[config.mk]
export PLATFORM = sky130hd
export DESIGN_NAME = tilt_complementary_filter_top
export DESIGN_NICKNAME = d
export VERILOG_FILES = /design/src/tcf_pkg.sv /design/src/tcf_mac.sv /design/src/tcf_cordic.sv /design/src/tilt_complementary_filter_top.sv
export SDC_FILE = /design/constraint.sdc
export NUM_CORES = 2
export LEC_CHECK = 0
export BUFFER_PORTS_ARGS = -buffer_cell sky130_fd_sc_hd__buf_2
export CAP_MARGIN = 20
export CORE_MARGIN = 2
export CORE_UTILIZATION = 50
export DETAILED_ROUTE_END_ITERATION = 8
export GPL_ROUTABILITY_DRIVEN = 0
export PLACE_DENSITY = 0.66
export SYNTH_ARGS = -nofsm -noshare
export SYNTH_HDL_FRONTEND = slang
export SYNTH_SLANG_ARGS = --single-unit
[constraint.sdc]
create_clock -name clock -period 25.5 [get_ports clock]
set_input_delay 5.1 -clock clock [delete_from_list [all_inputs] [get_ports clock]]
set_output_delay 5.1 -clock clock [all_outputs]
set_load 0.1 [all_outputs]
[src/tcf_pkg.sv]
// Package for the tilt complementary filter: widths, constants, codes and types.
// The arctangent table and the 24-bit saturation live here. No dependencies.
package tcf_pkg;

   localparam int IN_W     = 16;
   localparam int OBS_W    = 19;
   localparam int ST_W     = 24;
   localparam int MA_W     = 33;
   localparam int MB_W     = 17;
   localparam int MP_W     = 51;
   localparam int DIFF_W   = 26;
   localparam int CX_W     = 32;
   localparam int CZ_W     = 20;
   localparam int TAB_IW   = 5;
   localparam int CSR_AW   = 3;
   localparam int CSR_DW   = 17;
   localparam int REQ_W    = 48;
   localparam int RSP_W    = 72;

   // 0.0174533 * 2^48 / (1000 * 256), split for the 17-bit multiplier port
   localparam logic [15:0] RATE_SCALE_LO = 16'd53594;
   localparam logic [8:0]  RATE_SCALE_HI = 9'd292;

   localparam logic signed [CZ_W-1:0] PI_Q16    = 20'sd205887;
   localparam logic signed [CZ_W-1:0] OBS_LIMIT = 20'sd205888;
   localparam logic [MB_W-1:0]        BLEND_ONE = 17'd65536;

   localparam logic [15:0]        GYRO_SENS_RST  = 16'd2240;
   localparam logic [15:0]        TIME_STEP_RST  = 16'd655;
   localparam logic [15:0]        BIAS_GAIN_RST  = 16'd66;
   localparam logic [MB_W-1:0]    BLEND_GAIN_RST = 17'd64225;

   typedef enum logic [CSR_AW-1:0] {
      CSR_GYRO_SENS  = 3'd0,
      CSR_TIME_STEP  = 3'd1,
      CSR_BIAS_GAIN  = 3'd2,
      CSR_BLEND_GAIN = 3'd3,
      CSR_AX_OFFSET  = 3'd4
   } tcf_csr_type;

   typedef enum logic [3:0] {
      ST_IDLE,
      ST_GS,
      ST_RLO,
      ST_RHI,
      ST_RDIF,
      ST_EST,
      ST_ESTW,
      ST_WOBS,
      ST_BIAS,
      ST_BLEND,
      ST_ANG,
      ST_OUT
   } tcf_state_type;

   typedef struct packed {
      logic                    done;
      logic signed [OBS_W-1:0] angle;
   } tcf_obs_type;

   function automatic logic [15:0] atan_q16(input logic [TAB_IW-1:0] idx);
      logic [15:0] v;
      case (idx)
         5'd0:    v = 16'd51472;
         5'd1:    v = 16'd30386;
         5'd2:    v = 16'd16055;
         5'd3:    v = 16'd8150;
         5'd4:    v = 16'd4091;
         5'd5:    v = 16'd2047;
         5'd6:    v = 16'd1024;
         5'd7:    v = 16'd512;
         5'd8:    v = 16'd256;
         5'd9:    v = 16'd128;
         5'd10:   v = 16'd64;
         5'd11:   v = 16'd32;
         5'd12:   v = 16'd16;
         5'd13:   v = 16'd8;
         5'd14:   v = 16'd4;
         5'd15:   v = 16'd2;
         5'd16:   v = 16'd1;
         default: v = 16'd0;
      endcase
      return v;
   endfunction

   function automatic logic signed [ST_W-1:0] sat24(input logic signed [34:0] v);
      logic signed [ST_W-1:0] r;
      if (v > 35'sd8388607) begin
         r = 24'sh7FFFFF;
      end else if (v < -35'sd8388608) begin
         r = 24'sh800000;
      end else begin
         r = v[ST_W-1:0];
      end
      return r;
   endfunction

endpackage

[src/tcf_mac.sv]
// Shared multiply-add unit: p = a * b + c, registered, one result per enable.
// Uses tcf_pkg for operand widths.
module tcf_mac import tcf_pkg::*; (
   input  logic                   clock,
   input  logic                   en,
   input  logic signed [MA_W-1:0] a,
   input  logic        [MB_W-1:0] b,
   input  logic signed [MP_W-1:0] c,
   output logic signed [MP_W-1:0] p
);

   logic signed [MP_W-1:0] p_ff;
   logic signed [MP_W-1:0] p_in;
   logic signed [MB_W:0]   b_s;

   assign b_s  = signed'({1'b0, b});
   assign p_in = a * b_s + c;

   always_ff @(posedge clock) begin
      if (en) begin
         p_ff <= p_in;
      end
   end

   assign p = p_ff;

endmodule

[src/tcf_cordic.sv]
// Iterative vectoring CORDIC: atan2(y, x) in Q.16 radians, one step per cycle.
// Uses tcf_pkg for the arctangent table, pi and the result struct.
module tcf_cordic import tcf_pkg::*; #(
   parameter int STEPS = 16
) (
   input  logic                   clock,
   input  logic                   reset,
   input  logic                   start,
   input  logic signed [IN_W-1:0] x_in,
   input  logic signed [17:0]     y_in,
   output tcf_obs_type            obs
);

   localparam int SW = $clog2(STEPS);

   logic                   run_ff, run_in;
   logic                   done_ff, done_in;
   logic [SW-1:0]          step_ff, step_in;
   logic signed [CX_W-1:0] x_ff, x_in_r;
   logic signed [CX_W-1:0] y_ff, y_in_r;
   logic signed [CZ_W-1:0] z_ff, z_in;

   logic                   zero_vec;
   logic signed [16:0]     x_pre;
   logic signed [18:0]     y_pre;
   logic signed [CZ_W-1:0] z_pre;
   logic signed [CX_W-1:0] xs, ys;
   logic signed [CZ_W-1:0] at;
   logic                   last;

   assign zero_vec = (x_in == '0) && (y_in == '0);
   assign x_pre    = x_in[IN_W-1] ? -17'(x_in) : 17'(x_in);
   assign y_pre    = x_in[IN_W-1] ? -19'(y_in) : 19'(y_in);
   assign z_pre    = !x_in[IN_W-1] ? '0 : (!y_in[17] ? PI_Q16 : -PI_Q16);

   assign xs   = x_ff >>> step_ff;
   assign ys   = y_ff >>> step_ff;
   assign at   = signed'(CZ_W'(atan_q16(TAB_IW'(step_ff))));
   assign last = (step_ff == SW'(STEPS - 1));

   always_comb begin
      run_in  = run_ff;
      done_in = done_ff;
      step_in = step_ff;
      x_in_r  = x_ff;
      y_in_r  = y_ff;
      z_in    = z_ff;
      if (start) begin
         run_in  = !zero_vec;
         done_in = zero_vec;
         step_in = '0;
         x_in_r  = CX_W'(x_pre) <<< 12;
         y_in_r  = CX_W'(y_pre) <<< 12;
         z_in    = zero_vec ? '0 : z_pre;
      end else if (run_ff) begin
         if (y_ff == '0) begin
            run_in  = 1'b0;
            done_in = 1'b1;
         end else begin
            if (!y_ff[CX_W-1]) begin
               x_in_r = x_ff + ys;
               y_in_r = y_ff - xs;
               z_in   = z_ff + at;
            end else begin
               x_in_r = x_ff - ys;
               y_in_r = y_ff + xs;
               z_in   = z_ff - at;
            end
            if (last) begin
               run_in  = 1'b0;
               done_in = 1'b1;
            end else begin
               step_in = step_ff + 1'b1;
            end
         end
      end
   end

   always_ff @(posedge clock) begin
      if (reset) begin
         run_ff  <= 1'b0;
         done_ff <= 1'b0;
         step_ff <= '0;
      end else begin
         run_ff  <= run_in;
         done_ff <= done_in;
         step_ff <= step_in;
      end
   end

   always_ff @(posedge clock) begin
      x_ff <= x_in_r;
      y_ff <= y_in_r;
      z_ff <= z_in;
   end

   always_comb begin
      obs.done = done_ff;
      if (z_ff > OBS_LIMIT) begin
         obs.angle = OBS_W'(OBS_LIMIT);
      end else if (z_ff < -OBS_LIMIT) begin
         obs.angle = OBS_W'(-OBS_LIMIT);
      end else begin
         obs.angle = z_ff[OBS_W-1:0];
      end
   end

endmodule

[src/tilt_complementary_filter_top.sv]
// Tilt complementary filter top: sequencer around one shared multiply-add unit.
// After an item is taken the states GS, RLO, RHI, RDIF, EST, ESTW, WOBS, BIAS, BLEND, ANG, OUT
// follow; req_tready is high only in IDLE and the CORDIC, awaited in WOBS, sets the pace.
// Reset (synchronous, active high): registers to defaults, angle and bias estimates to zero.
// Depends on tcf_pkg, tcf_mac and tcf_cordic.
module tilt_complementary_filter_top import tcf_pkg::*; #(
   parameter int CORDIC_STEPS = 16
) (
   input  logic              clock,
   input  logic              reset,
   input  logic              req_tvalid,
   output logic              req_tready,
   input  logic [REQ_W-1:0]  req_tdata,   // gyro_rate, accel_x, accel_z
   output logic              rsp_tvalid,
   input  logic              rsp_tready,
   output logic [RSP_W-1:0]  rsp_tdata,   // observed_angle, estimated_angle, gyro_bias, zero pad
   input  logic              csr_wen,
   input  logic [CSR_AW-1:0] csr_addr,
   input  logic [CSR_DW-1:0] csr_wdata
);

   tcf_state_type state_ff, state_in;

   logic [15:0]             gyro_sens_ff, time_step_ff, bias_gain_ff;
   logic [MB_W-1:0]         blend_gain_ff;
   logic signed [IN_W-1:0]  ax_off_ff;

   logic signed [IN_W-1:0]  gyro_ff, ax_ff, az_ff;
   logic signed [31:0]      p_ff;
   logic signed [DIFF_W-1:0] diff_ff;
   logic signed [ST_W-1:0]  est_ff, angle_ff, bias_ff;
   logic                    rsp_valid_ff;
   logic [RSP_W-1:0]        rsp_data_ff;

   logic                    accept, cordic_start, mac_en;
   logic                    ld_p, ld_rdif, ld_est, ld_odif, ld_bias, ld_angle, ld_out;
   logic signed [MA_W-1:0]  mac_a;
   logic [MB_W-1:0]         mac_b;
   logic signed [MP_W-1:0]  mac_c, mac_p;
   logic signed [ST_W-1:0]  mac_sat;
   logic [MB_W-1:0]         k;
   logic signed [17:0]      cordic_y;
   tcf_obs_type             obs;

   assign accept     = req_tvalid && req_tready;
   assign k          = (blend_gain_ff > BLEND_ONE) ? BLEND_ONE : blend_gain_ff;
   assign mac_sat    = sat24(mac_p[MP_W-1:16]);
   assign cordic_y   = -(18'(ax_ff) - 18'(ax_off_ff));

   // next state
   always_comb begin
      state_in = state_ff;
      unique case (state_ff)
         ST_IDLE:  if (req_tvalid) state_in = ST_GS;
         ST_GS:    state_in = ST_RLO;
         ST_RLO:   state_in = ST_RHI;
         ST_RHI:   state_in = ST_RDIF;
         ST_RDIF:  state_in = ST_EST;
         ST_EST:   state_in = ST_ESTW;
         ST_ESTW:  state_in = ST_WOBS;
         ST_WOBS:  if (obs.done) state_in = ST_BIAS;
         ST_BIAS:  state_in = ST_BLEND;
         ST_BLEND: state_in = ST_ANG;
         ST_ANG:   state_in = ST_OUT;
         ST_OUT:   if (!rsp_valid_ff || rsp_tready) state_in = ST_IDLE;
         default:  state_in = ST_IDLE;
      endcase
   end

   // sequencer outputs
   always_comb begin
      req_tready   = 1'b0;
      cordic_start = 1'b0;
      mac_en       = 1'b0;
      mac_a        = '0;
      mac_b        = '0;
      mac_c        = '0;
      ld_p         = 1'b0;
      ld_rdif      = 1'b0;
      ld_est       = 1'b0;
      ld_odif      = 1'b0;
      ld_bias      = 1'b0;
      ld_angle     = 1'b0;
      ld_out       = 1'b0;
      unique case (state_ff)
         ST_IDLE: req_tready = 1'b1;
         ST_GS: begin
            cordic_start = 1'b1;
            mac_en       = 1'b1;
            mac_a        = MA_W'(gyro_ff);
            mac_b        = MB_W'(gyro_sens_ff);
         end
         ST_RLO: begin
            ld_p   = 1'b1;
            mac_en = 1'b1;
            mac_a  = MA_W'(signed'(mac_p[31:0]));
            mac_b  = MB_W'(RATE_SCALE_LO);
            mac_c  = MP_W'(signed'({1'b0, 32'h8000_0000}));
         end
         ST_RHI: begin
            mac_en = 1'b1;
            mac_a  = MA_W'(p_ff);
            mac_b  = MB_W'(RATE_SCALE_HI);
            mac_c  = MP_W'(signed'(mac_p[MP_W-1:16]));
         end
         ST_RDIF: ld_rdif = 1'b1;
         ST_EST: begin
            mac_en = 1'b1;
            mac_a  = MA_W'(diff_ff);
            mac_b  = MB_W'(time_step_ff);
            mac_c  = MP_W'(signed'({angle_ff, 16'h8000}));
         end
         ST_ESTW: ld_est = 1'b1;
         ST_WOBS: ld_odif = obs.done;
         ST_BIAS: begin
            mac_en = 1'b1;
            mac_a  = MA_W'(diff_ff);
            mac_b  = MB_W'(bias_gain_ff);
            mac_c  = MP_W'(signed'({bias_ff, 16'h8000}));
         end
         ST_BLEND: begin
            ld_bias = 1'b1;
            mac_en  = 1'b1;
            mac_a   = MA_W'(diff_ff);
            mac_b   = k;
            mac_c   = MP_W'(signed'({obs.angle, 16'h8000}));
         end
         ST_ANG: ld_angle = 1'b1;
         ST_OUT: ld_out = !rsp_valid_ff || rsp_tready;
         default: req_tready = 1'b0;
      endcase
   end

   always_ff @(posedge clock) begin
      if (reset) begin
         state_ff      <= ST_IDLE;
         gyro_sens_ff  <= GYRO_SENS_RST;
         time_step_ff  <= TIME_STEP_RST;
         bias_gain_ff  <= BIAS_GAIN_RST;
         blend_gain_ff <= BLEND_GAIN_RST;
         ax_off_ff     <= '0;
         angle_ff      <= '0;
         bias_ff       <= '0;
         rsp_valid_ff  <= 1'b0;
      end else begin
         state_ff <= state_in;
         if (csr_wen) begin
            unique case (csr_addr)
               CSR_GYRO_SENS:  gyro_sens_ff  <= csr_wdata[15:0];
               CSR_TIME_STEP:  time_step_ff  <= csr_wdata[15:0];
               CSR_BIAS_GAIN:  bias_gain_ff  <= csr_wdata[15:0];
               CSR_BLEND_GAIN: blend_gain_ff <= csr_wdata;
               CSR_AX_OFFSET:  ax_off_ff     <= signed'(csr_wdata[15:0]);
               default:        ;
            endcase
         end
         if (ld_bias) begin
            bias_ff <= mac_sat;
         end
         if (ld_angle) begin
            angle_ff <= mac_sat;
         end
         if (ld_out) begin
            rsp_valid_ff <= 1'b1;
         end else if (rsp_tready) begin
            rsp_valid_ff <= 1'b0;
         end
      end
   end

   always_ff @(posedge clock) begin
      if (accept) begin
         gyro_ff <= signed'(req_tdata[15:0]);
         ax_ff   <= signed'(req_tdata[31:16]);
         az_ff   <= signed'(req_tdata[47:32]);
      end
      if (ld_p) begin
         p_ff <= mac_p[31:0];
      end
      if (ld_rdif) begin
         diff_ff <= signed'(mac_p[DIFF_W+15:16]) - DIFF_W'(bias_ff);
      end
      if (ld_est) begin
         est_ff <= mac_sat;
      end
      if (ld_odif) begin
         diff_ff <= DIFF_W'(est_ff) - DIFF_W'(obs.angle);
      end
      if (ld_out) begin
         rsp_data_ff <= {5'b0, bias_ff, angle_ff, obs.angle};
      end
   end

   tcf_mac u_mac (
      .clock (clock),
      .en    (mac_en),
      .a     (mac_a),
      .b     (mac_b),
      .c     (mac_c),
      .p     (mac_p)
   );

   tcf_cordic #(
      .STEPS (CORDIC_STEPS)
   ) u_cordic (
      .clock (clock),
      .reset (reset),
      .start (cordic_start),
      .x_in  (az_ff),
      .y_in  (cordic_y),
      .obs   (obs)
   );

   assign rsp_tvalid = rsp_valid_ff;
   assign rsp_tdata  = rsp_data_ff;

`ifndef SYNTH
   a_busy_after_accept: assert property (@(posedge clock) disable iff (reset)
      accept |=> !req_tready)
      else $error("input taken again while an item is in work");

   a_obs_range: assert property (@(posedge clock) disable iff (reset)
      rsp_valid_ff |-> (signed'(rsp_data_ff[OBS_W-1:0]) <= 19'sd205888 &&
                        signed'(rsp_data_ff[OBS_W-1:0]) >= -19'sd205888))
      else $error("observed angle outside of +/- pi clamp");

   a_wait_obs: assert property (@(posedge clock) disable iff (reset)
      (state_ff == ST_WOBS && !obs.done) |=> state_ff == ST_WOBS)
      else $error("blend started before CORDIC finished");
`endif

endmodule

==> key figures <==
Clock network
  – CTS resizes: 0
  – CTS tree: yes
  – Clock Tree Buf Depth: 3
  – TritonCTS buffer count: between 50 and 60
  – # H-tree levels: 2
  – Post-CTS setup buffers: 0
  – Clock slew at reported path FFs: 0.06 ns
  – Hold_buf cts: 0
  – CTS Root Cell: clkbuf_16
  – Clk Latency, worst-skew pair: 0.70 ns
  – Clk sinks: about 490

Critical path
  – Worst-path fanout max: 67
  – Stages on worst setup path: 26
  – Worst path bufs/invs: 5
  – Worst Setup Path Type: reg2reg
  – Worst path slowest cell: a2111oi_0
  – Reg-to-Reg Start: state_ff[1]$_SDFFE_PP0P_
  – Most frequent CP cell: fa_1
  – Critical R2R Capture: u_mac.p[50]$_DFFE_PP_
  – Crit end category: flip-flop
  – R2R Setup Slk: 15.73 ns
  – Critical Path Start Type: flip-flop
  – Critical Path Sink: u_mac.p[50]$_DFFE_PP_
  – Crit-path max cell delay: 0.86 ns
  – Critical Path RT: 25.97 ns
  – WP data arrival: approximately 10 ns
  – Crit path launch: state_ff[1]$_SDFFE_PP0P_
  – Reg2Reg Depth: 26
  – Top cell family by delay on the critical path: adder cells

Place
  – Final HPWL DP: 126,000 µm
  – DP Worst Slack: 15.86 ns
  – I/O Buffers: 141

STA
  – Max_slew headroom: 0.218
  – Max Transition Viols Final: 0
  – Max Freq: 102 MHz
  – Tmin final: approximately 9.8 ns
  – Final WS setup: approximately 16 ns
  – Fin crit share: 0.383
  – Setup TNS: 0 ns
  – RSZ-0062 raised after global routing: no
  – Clk_skew: around 0.071 ns
  – Fin Hold WS: around 0.45 ns
  – Worst slew pin tran: about 1.2 ns
  – # setup viols final: 0
  – Number of hold violations in the final report: 0

Floorplanning
  – Core area: 103,000 µm²
  – Die Width: 327 µm
  – FP Rows: 118
  – Die height: between 300 and 400 µm
  – I/O pins: about 150
  – Initial core utilization: 0.504
  – Full die area: about 110,000 µm²

Logic synthesis
  – Seq/Total Area, Yosys: 0.247
  – Yosys warns: 0
  – Post-synth cell types: 95
  – Syn Inst Count: 5,778
  – Async SR Flop Fraction: 0
  – Synthesis-stage register bit count: 488
  – Ys flop type: edfxtp_1
  – Post-synth EDFFs: 308
  – Avg Cell Area, Syn: approximately 9 µm²
  – Syn Std Cell Area: about 52,000 µm²

Layout
  – Most frequent cells in the layout: inv_1 (872), nand2_1 (864), fa_1 (568)
  – Layout cells sized above 1: 0.0805
  – Fill count: 9,524
  – Nets: around 6,700
  – Fin util: 0.541
  – Commonest non-fill, non-tap cell in the layout: inv_1
  – Area delta synth->final: 7.44%

GRT
  – Gr usage total: 0.299
  – GRT overflow: 0
  – First-pass GRT wire length: 246,000 µm
  – Number of global-route vias before repair: 41,196
  – Pin count of the biggest net entering global routing: 87
  – Initial antenna violation count: 20

Power and ir drop
  – Final Power: 6660 µW
  – Power density cells: 119 nW/µm²
  – Leak: 0.0244 µW
  – Worst ir drop on vdd: 0.175 mV

Hold path
  – Type of the most critical hold path: reg2reg

Route
  – Via count of the routed design: about 42,000
  – Highest Signal Layer: met5
  – Wl on met1: 63,700 µm
  – # DRC: 0
  – Wirelength per Cell: about 22 µm
  – Routed length on met2: 72,000 µm
  – Met3 WL post-DR: 15,700 µm
  – Remaining antenna violation count after routing: 0
  – First drt pass iteration count: 7
  – Drt via density: around 6
  – Final WL: 160,000 µm
  – 1st-iter DRT viols: 4,658

Outcome
  – Outcome: complete, no violations

Run
  – Max-cap violations: 0
flip-flops by register name (all words and copies together) (netlist names), 17 cells and up:
name,flops
rsp_tdata,67
u_mac.p,51
p_ff,32
u_cordic.x_ff,32
u_cordic.y_ff,32
diff_ff,26
angle_ff,24
bias_ff,24
est_ff,24
u_cordic.z_ff,20
blend_gain_ff,17
where the power goes:
part           switching (µW)  total [µW]  internal, µW
clock network             356         823           468
registers                 258        1380          1130
logic                    2720        4450          1730
worst min path at each step:
| stage | slack, ns | endpoint | from | cells after the start |
|---|---|---|---|---|
| after floorplan | 0.43 | p_ff[1]$_DFFE_PP_ | u_mac.p[1]$_DFFE_PP_ | 0 |
| after global placement | 0.43 | p_ff[14]$_DFFE_PP_ | u_mac.p[14]$_DFFE_PP_ | 0 |
| after detailed placement | 0.44 | p_ff[14]$_DFFE_PP_ | u_mac.p[14]$_DFFE_PP_ | 0 |
| after CTS | 0.45 | p_ff[14]$_DFFE_PP_ | u_mac.p[14]$_DFFE_PP_ | 0 |
| after global routing | 0.45 | p_ff[14]$_DFFE_PP_ | u_mac.p[14]$_DFFE_PP_ | 0 |
| final | 0.45 | p_ff[14]$_DFFE_PP_ | u_mac.p[14]$_DFFE_PP_ | 0 |
cell type report:
class                           instances  area [µm²]  area share
Antenna cell                            8        20.0    0.000358
Clock buffer                           69        1480      0.0265
Clock inverter                         33         387     0.00691
Inverter                              876        3290      0.0588
Multi-Input combinational cell       4153       35000       0.625
Sequential cell                       488       12900       0.230
Tap cell                             1380        1730      0.0309
Timing Repair Buffer                  207        1210      0.0217
metrics by stage:
step	area, µm²	std cells
2_1_floorplan	52100	5782
3_3_place_gp	54000	7098
3_5_place_dp	54000	7100
4_1_cts	55900	7202
5_1_grt	55900	7206
6_report	55900	7214
cell usage after synthesis (all sizes together), types with 72 or more instances:
cell type,n,area share
clkbuf,209,0.015
a21o,96,0.014
xor2,86,0.014
inv,875,0.063
dfxtp,180,0.069
fa,568,0.22
edfxtp,308,0.18
nor2,463,0.033
xnor2,171,0.029
nand2,866,0.062
a21oi,364,0.035
o21ai,157,0.015
mux4,73,0.032
nor3,72,0.0072
ha,287,0.069
logic make-up (layout without fill, tap and decap cells):
logic type / Yosys count / in the layout / synth area share
compound gates: 1047 / 1047 / 0.129
mux: 172 / 172 / 0.0520
xor+xnor: 257 / 257 / 0.0432
simple gates: 1815 / 1815 / 0.156
buf+inv: 1141 / 1185 / 0.0845
other cells: 1 / 13 / 0.0000720
fa+ha+maj: 857 / 857 / 0.288
flops: 488 / 488 / 0.247
layer usage:
metal | up-vias | GRT usage
met5 | - | 0
li1 | 19282 | -
met2 | 1905 | 0.467
met4 | 22 | 0.133
met1 | 20856 | 0.399
met3 | 394 | 0.0663
Power figures use the tool's default switching activity.
